===== config.mk =====
export PLATFORM = sky130hd
export DESIGN_NAME = rgb_to_hsv_pixel_flat
export DESIGN_NICKNAME = d
export VERILOG_FILES = /design/src/sv/rgbhsv_pkg.sv /design/src/sv/rgbhsv_if.sv /design/src/sv/rgb_to_hsv_pixel.sv /design/src/sv/rgbhsv_front.sv /design/src/sv/rgbhsv_queue.sv /design/src/sv/rgbhsv_div.sv /design/src/sv/rgbhsv_back.sv /design/src/flat_wrapper.sv
export SDC_FILE = /design/constraint.sdc
export NUM_CORES = 2
export LEC_CHECK = 0
export BUFFER_PORTS_ARGS = -buffer_cell sky130_fd_sc_hd__buf_2
export CELL_PAD_IN_SITES_DETAIL_PLACEMENT = 1
export CELL_PAD_IN_SITES_GLOBAL_PLACEMENT = 1
export CORE_MARGIN = 2
export CORE_UTILIZATION = 57
export CTS_BUF_LIST = sky130_fd_sc_hd__clkbuf_4 sky130_fd_sc_hd__clkbuf_8 sky130_fd_sc_hd__clkbuf_16
export DETAILED_ROUTE_END_ITERATION = 10
export PLACE_DENSITY_LB_ADDON = 0.1
export SLEW_MARGIN = 20
export SYNTH_ARGS = -nofsm -noshare
export SYNTH_HDL_FRONTEND = slang
export SYNTH_SLANG_ARGS = --single-unit

===== constraint.sdc =====
create_clock -name clock -period 53.5 [get_ports clock]
set_input_delay 10.7 -clock clock [delete_from_list [all_inputs] [get_ports clock]]
set_output_delay 10.7 -clock clock [all_outputs]
set_load 0.05 [all_outputs]

===== src/sv/rgbhsv_pkg.sv =====
// rgbhsv_pkg: widths and shared types of the rgb to hsv pixel converter
// no dependencies; imported by the interfaces and by every module of the block but rgbhsv_div
package rgbhsv_pkg;

   localparam int CHAN_W = 8;    // one color channel
   localparam int HUE_W  = 16;   // hue field, unsigned 0.16
   localparam int SAT_W  = 17;   // saturation field, unsigned 1.16
   localparam int HNUM_W = 11;   // hue numerator and divisor, up to 6*255

   // one classified pixel: dividends, divisors and brightness
   typedef struct packed {
      logic [HNUM_W-1:0] hnum;
      logic [HNUM_W-1:0] hden;
      logic [CHAN_W-1:0] snum;
      logic [CHAN_W-1:0] sden;
      logic [CHAN_W-1:0] bright;
   } cls_type;

   // queue head as seen by the back end
   typedef struct packed {
      logic    vld;
      cls_type cls;
   } head_type;

endpackage


===== src/sv/rgbhsv_if.sv =====
// rgbhsv_req_if / rgbhsv_rsp_if: valid/ready channels of the converter
// depends on rgbhsv_pkg for the field widths
interface rgbhsv_req_if;
   import rgbhsv_pkg::*;
   logic              valid;
   logic              ready;
   logic [CHAN_W-1:0] red_in;
   logic [CHAN_W-1:0] green_in;
   logic [CHAN_W-1:0] blue_in;

   modport source (output valid, output red_in, output green_in, output blue_in,
                   input ready);
   modport sink (input valid, input red_in, input green_in, input blue_in,
                 output ready);
endinterface

interface rgbhsv_rsp_if;
   import rgbhsv_pkg::*;
   logic              valid;
   logic              ready;
   logic [HUE_W-1:0]  hue_out;
   logic [SAT_W-1:0]  saturation_out;
   logic [CHAN_W-1:0] brightness_out;

   modport source (output valid, output hue_out, output saturation_out,
                   output brightness_out, input ready);
   modport sink (input valid, input hue_out, input saturation_out,
                 input brightness_out, output ready);
endinterface


===== src/sv/rgb_to_hsv_pixel.sv =====
// rgb_to_hsv_pixel: top level of the 8-bit rgb to hue/saturation/brightness converter
// depends on rgbhsv_pkg, rgbhsv_if, rgbhsv_front, rgbhsv_queue, rgbhsv_back
//
//   channel  dir  handshake        word
//   req_ch   in   valid / ready    red_in, green_in, blue_in (8 bits each)
//   rsp_ch   out  valid / ready    hue_out (0.16), saturation_out (1.16), brightness_out
//
// one word per clock sustained while rsp_ch is not stalled; a word passes the front register,
// the queue, then FRACTION_BITS + 1 divider stages before rsp_ch.valid rises
// the rate is set by the two divider pipelines, one quotient bit per stage
// reset clears the valid bits and the queue pointers only, no clearing pass
// a stalled rsp_ch freezes the divider pipelines; the queue then fills,
// and req_ch.ready drops once the front register is also occupied
module rgb_to_hsv_pixel #(
   parameter int FRACTION_BITS = 16,
   parameter int QUEUE_DEPTH   = 2
) (
   input  logic         clock,
   input  logic         reset,
   rgbhsv_req_if.sink   req_ch,
   rgbhsv_rsp_if.source rsp_ch
);
   import rgbhsv_pkg::*;

   // quotient width: one integer bit plus the fraction bits
   localparam int QW = FRACTION_BITS + 1;

   logic     cls_vld;
   cls_type  cls;
   logic     q_ready;
   logic     pop;
   head_type head;

   // front end: max/min, sector choice, dividend and divisor forming
   rgbhsv_front u_front (
      .clock   (clock),
      .reset   (reset),
      .req_ch  (req_ch),
      .q_ready (q_ready),
      .cls_vld (cls_vld),
      .cls     (cls)
   );

   // decouples the two halves so each can stall on its own
   rgbhsv_queue #(.DEPTH(QUEUE_DEPTH)) u_queue (
      .clock    (clock),
      .reset    (reset),
      .in_vld   (cls_vld),
      .in_cls   (cls),
      .in_ready (q_ready),
      .pop      (pop),
      .head     (head)
   );

   // back end: both divisions in lockstep, output held in the last stage
   rgbhsv_back #(.QW(QW)) u_back (
      .clock  (clock),
      .reset  (reset),
      .head   (head),
      .pop    (pop),
      .rsp_ch (rsp_ch)
   );

   // a classified word waiting on a full queue must stay put
   a_front_hold: assert property (@(posedge clock) disable iff (reset)
      (cls_vld && !q_ready) |=> cls_vld)
      else $error("front word lost while queue full");

endmodule


===== src/sv/rgbhsv_front.sv =====
// rgbhsv_front: accepts a pixel, finds max/min and hue sector, forms the dividends
// depends on rgbhsv_pkg and rgbhsv_req_if
module rgbhsv_front (
   input  logic                clock,
   input  logic                reset,
   rgbhsv_req_if.sink          req_ch,
   input  logic                q_ready,
   output logic                cls_vld,
   output rgbhsv_pkg::cls_type cls
);
   import rgbhsv_pkg::*;

   logic [CHAN_W-1:0] r, g, b, mx, mn, delta;
   logic [HNUM_W-1:0] hoff, hnum, hden;
   logic              take;
   logic              vld_ff, vld_in;
   cls_type           cls_ff, cls_in;

   assign r = req_ch.red_in;
   assign g = req_ch.green_in;
   assign b = req_ch.blue_in;

   always_comb begin
      mx = r;
      if (g > mx) mx = g;
      if (b > mx) mx = b;
      mn = r;
      if (g < mn) mn = g;
      if (b < mn) mn = b;
   end

   assign delta = mx - mn;

   // sector priority red, green, blue; modular sum is exact since the result is >= 0
   always_comb begin
      if (mx == r) begin
         hoff = (g < b) ? HNUM_W'(delta) * HNUM_W'(6) : '0;
         hnum = hoff + HNUM_W'(g) - HNUM_W'(b);
      end else if (mx == g) begin
         hoff = HNUM_W'(delta) * HNUM_W'(2);
         hnum = hoff + HNUM_W'(b) - HNUM_W'(r);
      end else begin
         hoff = HNUM_W'(delta) * HNUM_W'(4);
         hnum = hoff + HNUM_W'(r) - HNUM_W'(g);
      end
      hden = HNUM_W'(delta) * HNUM_W'(6);
   end

   // grey and black pixels divide a zero hue by one; black also divides a zero saturation by one
   always_comb begin
      cls_in.hnum   = (delta == '0) ? '0 : hnum;
      cls_in.hden   = (delta == '0) ? HNUM_W'(1) : hden;
      cls_in.snum   = delta;
      cls_in.sden   = (mx == '0) ? CHAN_W'(1) : mx;
      cls_in.bright = mx;
   end

   assign req_ch.ready = !vld_ff || q_ready;
   assign take         = req_ch.valid && req_ch.ready;
   assign vld_in       = take ? 1'b1 : (q_ready ? 1'b0 : vld_ff);

   always_ff @(posedge clock) begin
      if (reset) begin
         vld_ff <= 1'b0;
      end else begin
         vld_ff <= vld_in;
      end
   end

   always_ff @(posedge clock) begin
      if (take) begin
         cls_ff <= cls_in;
      end
   end

   assign cls_vld = vld_ff;
   assign cls     = cls_ff;

endmodule


===== src/sv/rgbhsv_queue.sv =====
// rgbhsv_queue: short fifo of classified pixels between front and back end
// depends on rgbhsv_pkg
module rgbhsv_queue #(
   parameter int DEPTH = 2
) (
   input  logic                 clock,
   input  logic                 reset,
   input  logic                 in_vld,
   input  rgbhsv_pkg::cls_type  in_cls,
   output logic                 in_ready,
   input  logic                 pop,
   output rgbhsv_pkg::head_type head
);
   import rgbhsv_pkg::*;

   localparam int PW = $clog2(DEPTH);
   localparam int CW = $clog2(DEPTH + 1);

   cls_type       mem_ff [DEPTH];
   logic [PW-1:0] wr_ff, wr_in, rd_ff, rd_in;
   logic [CW-1:0] count_ff, count_in;
   logic          push;

   assign in_ready = (count_ff != CW'(DEPTH));
   assign push     = in_vld && in_ready;

   always_comb begin
      wr_in = wr_ff;
      rd_in = rd_ff;
      if (push) wr_in = (wr_ff == PW'(DEPTH - 1)) ? '0 : wr_ff + 1'b1;
      if (pop)  rd_in = (rd_ff == PW'(DEPTH - 1)) ? '0 : rd_ff + 1'b1;
      case ({push, pop})
         2'b10:   count_in = count_ff + 1'b1;
         2'b01:   count_in = count_ff - 1'b1;
         default: count_in = count_ff;
      endcase
   end

   always_ff @(posedge clock) begin
      if (reset) begin
         wr_ff    <= '0;
         rd_ff    <= '0;
         count_ff <= '0;
      end else begin
         wr_ff    <= wr_in;
         rd_ff    <= rd_in;
         count_ff <= count_in;
      end
   end

   always_ff @(posedge clock) begin
      if (push) begin
         mem_ff[wr_ff] <= in_cls;
      end
   end

   assign head.vld = (count_ff != '0);
   assign head.cls = mem_ff[rd_ff];

   a_count_bound: assert property (@(posedge clock) disable iff (reset)
      count_ff <= CW'(DEPTH))
      else $error("queue count above depth");

   a_pop_nonempty: assert property (@(posedge clock) disable iff (reset)
      pop |-> count_ff != '0)
      else $error("pop from empty queue");

   a_count_hold: assert property (@(posedge clock) disable iff (reset)
      (!push && !pop) |=> $stable(count_ff))
      else $error("queue count moved without push or pop");

endmodule


===== src/sv/rgbhsv_div.sv =====
// rgbhsv_div: pipelined restoring divider, one quotient bit per stage
// no package dependency; dividend must stay below twice the divisor
module rgbhsv_div #(
   parameter int DW = 11,
   parameter int QW = 17
) (
   input  logic          clock,
   input  logic          en,
   input  logic [DW-1:0] num,
   input  logic [DW-1:0] den,
   output logic [QW-1:0] quo
);

   logic [DW-1:0] rem_ff [QW];
   logic [DW-1:0] rem_in [QW];
   logic [DW-1:0] den_ff [QW];
   logic [DW-1:0] den_in [QW];
   logic [QW-1:0] quo_ff [QW];
   logic [QW-1:0] quo_in [QW];
   logic [DW:0]   dbl    [QW];
   logic          ge     [QW];

   always_comb begin
      // integer bit
      dbl[0]    = {1'b0, num};
      ge[0]     = (num >= den);
      rem_in[0] = ge[0] ? num - den : num;
      den_in[0] = den;
      quo_in[0] = QW'(ge[0]);
      // fraction bits, each stage reads only the stage before
      for (int s = 1; s < QW; s++) begin
         dbl[s]    = {rem_ff[s-1], 1'b0};
         ge[s]     = (dbl[s] >= {1'b0, den_ff[s-1]});
         rem_in[s] = ge[s] ? DW'(dbl[s] - {1'b0, den_ff[s-1]}) : dbl[s][DW-1:0];
         den_in[s] = den_ff[s-1];
         quo_in[s] = {quo_ff[s-1][QW-2:0], ge[s]};
      end
   end

   always_ff @(posedge clock) begin
      if (en) begin
         for (int s = 0; s < QW; s++) begin
            rem_ff[s] <= rem_in[s];
            den_ff[s] <= den_in[s];
            quo_ff[s] <= quo_in[s];
         end
      end
   end

   assign quo = quo_ff[QW-1];

endmodule


===== src/sv/rgbhsv_back.sv =====
// rgbhsv_back: hue and saturation divider pipelines with the output stage
// depends on rgbhsv_pkg, rgbhsv_rsp_if and rgbhsv_div
module rgbhsv_back #(
   parameter int QW = 17
) (
   input  logic                 clock,
   input  logic                 reset,
   input  rgbhsv_pkg::head_type head,
   output logic                 pop,
   rgbhsv_rsp_if.source         rsp_ch
);
   import rgbhsv_pkg::*;

   logic              en;
   logic              vld_ff [QW];
   logic [CHAN_W-1:0] bri_ff [QW];
   logic [QW-1:0]     hue_q, sat_q;
   logic [63:0]       hue_wide, sat_wide;

   // whole pipeline advances unless a finished word is held
   assign en  = !vld_ff[QW-1] || rsp_ch.ready;
   assign pop = en && head.vld;

   rgbhsv_div #(.DW(HNUM_W), .QW(QW)) u_hue_div (
      .clock (clock),
      .en    (en),
      .num   (head.cls.hnum),
      .den   (head.cls.hden),
      .quo   (hue_q)
   );

   rgbhsv_div #(.DW(CHAN_W), .QW(QW)) u_sat_div (
      .clock (clock),
      .en    (en),
      .num   (head.cls.snum),
      .den   (head.cls.sden),
      .quo   (sat_q)
   );

   always_ff @(posedge clock) begin
      if (reset) begin
         for (int s = 0; s < QW; s++) vld_ff[s] <= 1'b0;
      end else if (en) begin
         vld_ff[0] <= head.vld;
         for (int s = 1; s < QW; s++) vld_ff[s] <= vld_ff[s-1];
      end
   end

   always_ff @(posedge clock) begin
      if (en) begin
         bri_ff[0] <= head.cls.bright;
         for (int s = 1; s < QW; s++) bri_ff[s] <= bri_ff[s-1];
      end
   end

   // fit the quotients to the field widths
   assign hue_wide = 64'(hue_q);
   assign sat_wide = 64'(sat_q);

   assign rsp_ch.valid          = vld_ff[QW-1];
   assign rsp_ch.hue_out        = hue_wide[HUE_W-1:0];
   assign rsp_ch.saturation_out = sat_wide[SAT_W-1:0];
   assign rsp_ch.brightness_out = bri_ff[QW-1];

   a_shift: assert property (@(posedge clock) disable iff (reset)
      en |=> vld_ff[QW-1] == $past(vld_ff[QW-2]))
      else $error("valid did not shift into the output stage");

   a_freeze: assert property (@(posedge clock) disable iff (reset)
      !en |=> vld_ff[QW-1] == $past(vld_ff[QW-1]))
      else $error("output stage changed while frozen");

endmodule

===== src/flat_wrapper.sv =====
// flat-port wrapper written by rule: the top's interface ports become plain ports
module rgb_to_hsv_pixel_flat import rgbhsv_pkg::*;
#(
   parameter int FRACTION_BITS = 16,
   parameter int QUEUE_DEPTH   = 2
)
  (clock, reset, req_ch_valid, req_ch_red_in, req_ch_green_in, req_ch_blue_in, req_ch_ready, rsp_ch_valid, rsp_ch_hue_out, rsp_ch_saturation_out, rsp_ch_brightness_out, rsp_ch_ready);
  rgbhsv_req_if req_ch_i ();
  rgbhsv_rsp_if rsp_ch_i ();
  input  logic clock;
  input  logic reset;
  input wire logic [$bits(req_ch_i.valid)-1:0] req_ch_valid;
  input wire logic [$bits(req_ch_i.red_in)-1:0] req_ch_red_in;
  input wire logic [$bits(req_ch_i.green_in)-1:0] req_ch_green_in;
  input wire logic [$bits(req_ch_i.blue_in)-1:0] req_ch_blue_in;
  output wire logic [$bits(req_ch_i.ready)-1:0] req_ch_ready;
  output wire logic [$bits(rsp_ch_i.valid)-1:0] rsp_ch_valid;
  output wire logic [$bits(rsp_ch_i.hue_out)-1:0] rsp_ch_hue_out;
  output wire logic [$bits(rsp_ch_i.saturation_out)-1:0] rsp_ch_saturation_out;
  output wire logic [$bits(rsp_ch_i.brightness_out)-1:0] rsp_ch_brightness_out;
  input wire logic [$bits(rsp_ch_i.ready)-1:0] rsp_ch_ready;
  assign req_ch_i.valid = req_ch_valid;
  assign req_ch_i.red_in = req_ch_red_in;
  assign req_ch_i.green_in = req_ch_green_in;
  assign req_ch_i.blue_in = req_ch_blue_in;
  assign req_ch_ready = req_ch_i.ready;
  assign rsp_ch_valid = rsp_ch_i.valid;
  assign rsp_ch_hue_out = rsp_ch_i.hue_out;
  assign rsp_ch_saturation_out = rsp_ch_i.saturation_out;
  assign rsp_ch_brightness_out = rsp_ch_i.brightness_out;
  assign rsp_ch_i.ready = rsp_ch_ready;
  rgb_to_hsv_pixel #(.FRACTION_BITS(FRACTION_BITS), .QUEUE_DEPTH(QUEUE_DEPTH)) u_core (.clock(clock), .reset(reset), .req_ch(req_ch_i), .rsp_ch(rsp_ch_i));
endmodule

# Word level (Yosys, flattened, before mapping)
# Memories as Yosys holds them, arrays and structs flattened. A register that Yosys moved wholly into a read port is not among the register bits.
# Index checks and enable logic that the tools add are counted.
[totals]
out_inout_bits = 43
input_bits = 28
elab_cells = 212
regBits = 51
memories = 9
mem_bits_rw = 1469
[mem_list]
columns = ["name", "words", "width", "read_ports", "rd_ports_with_merged_regs", "write_ports", "line_no", "text"]
rows = [
  ["u_core.u_back.u_hue_div.quo_ff", 17, 17, 17, 0, 17, "rgbhsv_div.sv:18", "logic [QW-1:0] quo_ff [QW];"],
  ["u_core.u_back.u_sat_div.quo_ff", 17, 17, 17, 0, 17, "rgbhsv_div.sv:18", ""],
  ["u_core.u_back.u_hue_div.den_ff", 17, 11, 16, 0, 17, "rgbhsv_div.sv:16", "logic [DW-1:0] den_ff [QW];"],
  ["u_core.u_back.u_hue_div.rem_ff", 17, 11, 16, 0, 17, "rgbhsv_div.sv:14", "logic [DW-1:0] rem_ff [QW];"],
  ["u_core.u_back.bri_ff", 17, 8, 17, 0, 17, "rgbhsv_back.sv:16", "logic [CHAN_W-1:0] bri_ff [QW];"],
  ["u_core.u_back.u_sat_div.den_ff", 17, 8, 16, 0, 17, "rgbhsv_div.sv:16", ""],
  ["3 more memories", "n/a", "n/a", "n/a", "n/a", "n/a", "n/a", ""],
]
[op_classes]
mul = 1
bitwise = 17
n_lt_le_gt_ge = 39
n_reduce_logical = 12
n_addsub = 45
eq_ne = 5
mux = 74
[op_table]
columns = ["operator", "count"]
rows = [
  ["$mux 11", 20],
  ["$ge 12x11->1", 16],
  ["$sub 11x11->11", 17],
  ["$mux 8", 21],
  ["$ge 9x8->1", 16],
  ["$sub 8x8->8", 18],
  ["$mux 1", 32],
  ["$lt 8x8->1", 3],
  ["$sub 11x8->11", 2],
  ["$or 1x1->1", 17],
  ["$eq 8x8->1", 2],
  ["$gt 8x8->1", 2],
  ["$logic_not 8->1", 2],
  ["$add 10x8->11", 1],
  ["$add 11x8->11", 1],
  ["$ge 11x11->1", 1],
  ["$sub 10x8->11", 1],
  ["$add 9x8->10", 1],
  ["$mul 8x2->10 const B", 1],
  ["$ge 8x8->1", 1],
  ["$reduce_bool 2->1", 3],
  ["$pmux 2 s2", 1],
  ["$logic_and 1x1->1", 3],
  ["$add 1x1->1 const B", 2],
  ["7 further kinds", 9],
]

# Depth between registers and ports, before layout
[depth]
ltp_word = 10
mapped_depth = 40
depth_no_buf = 39

# Hierarchy
# A second synthesis with hierarchy kept.
[hier_totals]
hier_cells = 4417
hier_area_um2 = 59796.1
[modules_own_cells]
columns = ["module", "area_each_um2", "cells_per_inst", "instances", "seq_area_each_um2"]
rows = [
  ["rgbhsv_div (u_core.u_back.u_hue_div)", 25500.7, 1940, 1, 15164.5],
  ["rgbhsv_div (u_core.u_back.u_sat_div)", 20001.7, 1480, 1, 12281.8],
  ["rgbhsv_front", 5875.6, 653, 1, 1401.3],
  ["rgbhsv_back", 4887.2, 178, 1, 4594.4],
  ["rgbhsv_queue", 3530.9, 166, 1, 2862.7],
]

# Worst setup path after synthesis
# Ideal clock, no wire load.
[synth_path]
path_kind = "input to register"
from = "input rsp_ch_ready"
to = "register u_core.u_queue.count_ff[1]"
setup_ns = 0.070
cell_stages = 7
n_path_buf = 0
arrival_ns = 35.802
path_slack_ns = 17.628
required_time_ns = 53.430
path_cell_list = "nor2b_1 inv_1 o21ai_0 inv_1 ha_1 or3_1 a21oi_1"
[synth_via]
elab_chain_cells = 4
word_cells_on_any_way = 6
cone_classes = "2 x eq/ne; 1 x mux; 3 x reduce/logical"
[synth_rtl]
columns = ["item", "line_no", "text"]
rows = [
  ["start, declared", "flat_wrapper.sv:21", "input wire logic [$bits(rsp_ch_i.ready)-1:0] rsp_ch_ready;"],
  ["$logic_or 1x1->1 (*)", "rgbhsv_back.sv:21", "assign en = !vld_ff[QW-1] || rsp_ch.ready;"],
  ["net u_core.u_back.en", "rgbhsv_back.sv:14", "logic en;"],
  ["$logic_and 1x1->1 (*)", "rgbhsv_back.sv:22", "assign pop = en && head.vld;"],
  ["net u_core.pop", "rgb_to_hsv_pixel.sv:31", "logic pop;"],
  ["$eq 2x1->1 / $eq 2x2->1 (equally long branches)", "rgbhsv_queue.sv:32", "case ({push, pop})"],
  ["$pmux 2 s2 / $reduce_bool 2->1 (equally long branches)", "n/a", ""],
  ["end signal, assigned", "rgbhsv_queue.sv:47", "count_ff <= count_in;"],
  ["end, declared", "rgbhsv_queue.sv:21", "logic [CW-1:0] count_ff, count_in;"],
]
# The timed path passes the listed nets; every way through them passes the cells marked *.
# A chain may end at the register's enable or synchronous reset.

==> qor.csv <==
stage,metric,value,unit
clock_network,Num CTS Buffers,130,
timing,Final Skew,0.0278,ns
logic_synthesis,most common cell in the netlist,edfxtp_1,
timing,Worst Max-Slew Pin Slew,1.07,ns
logic_synthesis,synthesis-stage register bit count,1194,
power,Peak VDD IR,0.0497,mV
global_routing,initial antenna violation count,0,
clock_network,CTS resizes,0,
global_routing,total track usage,0.235,
logic_synthesis,Syn Nets,4767,
timing,Fmax,50.5,MHz
clock_network,CTS max path bufs,3,
logic_synthesis,Synth area leaders,"edfxtp_1, ha_1, inv_1",
cells_and_area,filler-free cell count of the finished design,5782,
logic_synthesis,count of flip-flops with a built-in enable after synthesis,1188,
timing,RSZ-0062 raised after global routing,false,
critical_path,Worst path max stage delay,0.72,ns
logic_synthesis,Synth Area in XOR/XNOR,0.0246,
logic_synthesis,Compound-Gate Fraction of Synth Area,0.0875,
power,Power Total,4.40,mW
clock_network,count of hold-fix buffers inserted at cts,0,
timing,total negative slack,0,ns
placement,placed cell count,5556,
logic_synthesis,Yosys cell types,75,
timing,post-layout min period,19.78,ns
floorplanning,Die Y,319,um
floorplanning,Initial Util,0.575,
logic_synthesis,Synth async-reset ratio,0,
floorplanning,Die Footprint,102000,um2
timing,Final WS setup,33.72,ns
flow_run,Max Cap Viol,0,
logic_synthesis,YS warnings,0,
route,Via density,5.62,
critical_path,Crit Path Class,input port to register,
route,Avg WL per Cell,20.4,um
power,PwrDens,70.5,nW/um2
placement,HPWL after DPL,82.4,mm
floorplanning,# rows,115,
timing,Final setup viols,0,
timing,Final Max Slew Viols,0,
clock_network,post-CTS setup buffer count,0,
global_routing,largest net degree at the start of global routing,98,
clock_network,clk_lat worst skew,0.75,ns
timing,fin crit share,0.370,
placement,DP Worst Slack,33.07,ns
logic_synthesis,post-synthesis mux area share,0.0161,
logic_synthesis,top post-synthesis cells by count,"edfxtp_1, inv_1, ha_1",
route,final WL,118,mm
floorplanning,I/O Pins,71,
logic_synthesis,simple-gate share of the synthesized area,0.0854,
logic_synthesis,"Seq/Total Area, Yosys",0.632,
logic_synthesis,largest family of logic cells by synthesized area,adder cells,
route,DRT iter0 DRCs,1867,
route,Remaining DRCs,0,
clock_network,CTS root buffer,clkbuf_16,
timing,slew margin rel.,0.290,
cells_and_area,ant diodes,0,
logic_synthesis,synthesized instance count,4279,
power,static leakage power,26.0,nW
placement,GPL Wtd Cong,0.866,
global_routing,first-pass GRT wire length,190,mm
critical_path,"Req. time, crit path",53.99,ns
timing,final hold violations,0,
route,Routed Antenna Nets,0,
global_routing,grt total ovfl,0,
critical_path,"most used cell, CP",a21oi_1,
placement,I/O Buffers,70,
clock_network,clock sinks,1194,
hold_path,Hold/Removal Path Class,register to register,
critical_path,WP data arrival,20.28,ns
outcome,outcome,completed,
route,vias,32500,
floorplanning,Core Area,98400,um2
critical_path,Critical Path Fanout Max,12,
clock_network,htree depth,4,
clock_network,"Clk pin slew, worst setup/hold paths",0.06,ns
floorplanning,die width,319,um
critical_path,startpoint types,input port,
global_routing,vias in the first global route,35700,
route,Pre-antenna DRT Iters,5,
cells_and_area,Post-layout nets,4890,
logic_synthesis,Synth area leader,edfxtp_1,
logic_synthesis,Synth Area in Adders,0.109,
timing,hold slack final,0.404,ns
cells_and_area,area delta synth->final,10.2,%
logic_synthesis,cell area after synthesis,56600,um2
critical_path,Worst setup EP type,register,
logic_synthesis,Mean Syn Cell Area,13.2,um2
cells_and_area,layout cell share with drive strength beyond 1,0.0865,
critical_path,Slowest cell on crit path,nor2_1,
clock_network,CTS tree,yes,
logic_synthesis,Yosys top cell area share,0.630,
logic_synthesis,ys flop type,edfxtp_1,
## power breakdown
group          internal [mW]  total (mW)  switching [mW]
logic                  0.734        1.79            1.05
clock network          0.504       0.866           0.363
registers               1.55        1.74           0.188
total                   2.79        4.40            1.60
## flip-flops by register name (all words and copies together) (netlist names), 2 cells and up, named ones only
name,flops
u_core.u_back.u_sat_div.quo_ff,153
u_core.u_back.vld_ff,17
u_core.u_back.u_hue_div.rem_ff,176
u_core.u_back.u_sat_div.den_ff,128
u_core.u_back.bri_ff,136
u_core.u_back.u_hue_div.den_ff,176
u_core.u_queue.mem_ff,92
u_core.u_queue.count_ff,2
u_core.u_back.u_hue_div.quo_ff,136
u_core.u_back.u_sat_div.rem_ff,128
u_core.u_front.cls,46
## cell families (layout without fill, tap and decap cells)
kind of cell               Yosys count  in the layout
AOI/OAI and AO/OA                  781            781
adders and majority gates          461            461
buffers and inverters              628            844
and+or+nand+nor                    975            975
DFF                               1194           1194
muxes                               85             85
xor gates and xnor gates           155            155
## metrics by stage
step | area, um2 | util
after floorplan | 56600 | -
after global placement | 58200 | 0.592
after detailed placement | 58200 | 0.592
after CTS | 62300 | 0.633
after global routing | 62400 | 0.634
final | 62400 | 0.634
## worst max-delay path: cells and delay by family
kind / cells / cell delay (ns)
compound gates: 16 / 3.63
fa+ha+maj: 6 / 2.16
simple gates: 7 / 1.63
buf+inv: 6 / 0.91
xor+xnor: 2 / 0.66
mux: 1 / 0.60
## cell type report
class                           count  area (um2)
Clock buffer                      164        3580
Clock inverter                     61         534
Fill cell                        9435       36000
Inverter                          520        1960
Multi-Input combinational cell   2457       18300
Sequential cell                  1194       35800
Tap cell                         1287        1610
Timing Repair Buffer               99         584
## metal layers
layer,part of all wire,vias up,track usage
met5,0,-,0
met4,0.026,0,0.0748
met3,0.030,213,0.0356
met2,0.53,512,0.436
met1,0.41,16300,0.279
li1,-,15500,-
## cell usage in the layout, fill, tap and decap left out, drive strengths merged, types with 73 or more instances in the layout
cell type	instances
nor2	225
a21o	108
nor2b	84
xor2	73
o21ai	347
a21oi	95
buf	99
inv	524
clkbuf	164
xnor2	80
o31ai	122
ha	403
and2	113
nand2	301
nand2b	113
edfxtp	1188
## final timing paths
kind	start	slack (ns)	cells after the start	end
setup / recovery	req_ch_green_in[7]	33.72	38	u_core.u_front.cls[45]
hold / removal	u_core.u_back.u_hue_div.quo_ff[0][173]	0.40	0	u_core.u_back.u_hue_div.quo_ff[0][191]
setup reg to reg	register	48.69	15	u_core.u_back.u_hue_div.rem_ff[0][2]
hold reg to reg	u_core.u_back.u_hue_div.quo_ff[0][173]	0.40	0	u_core.u_back.u_hue_div.quo_ff[0][191]
(Power assumes the default switching activity.)
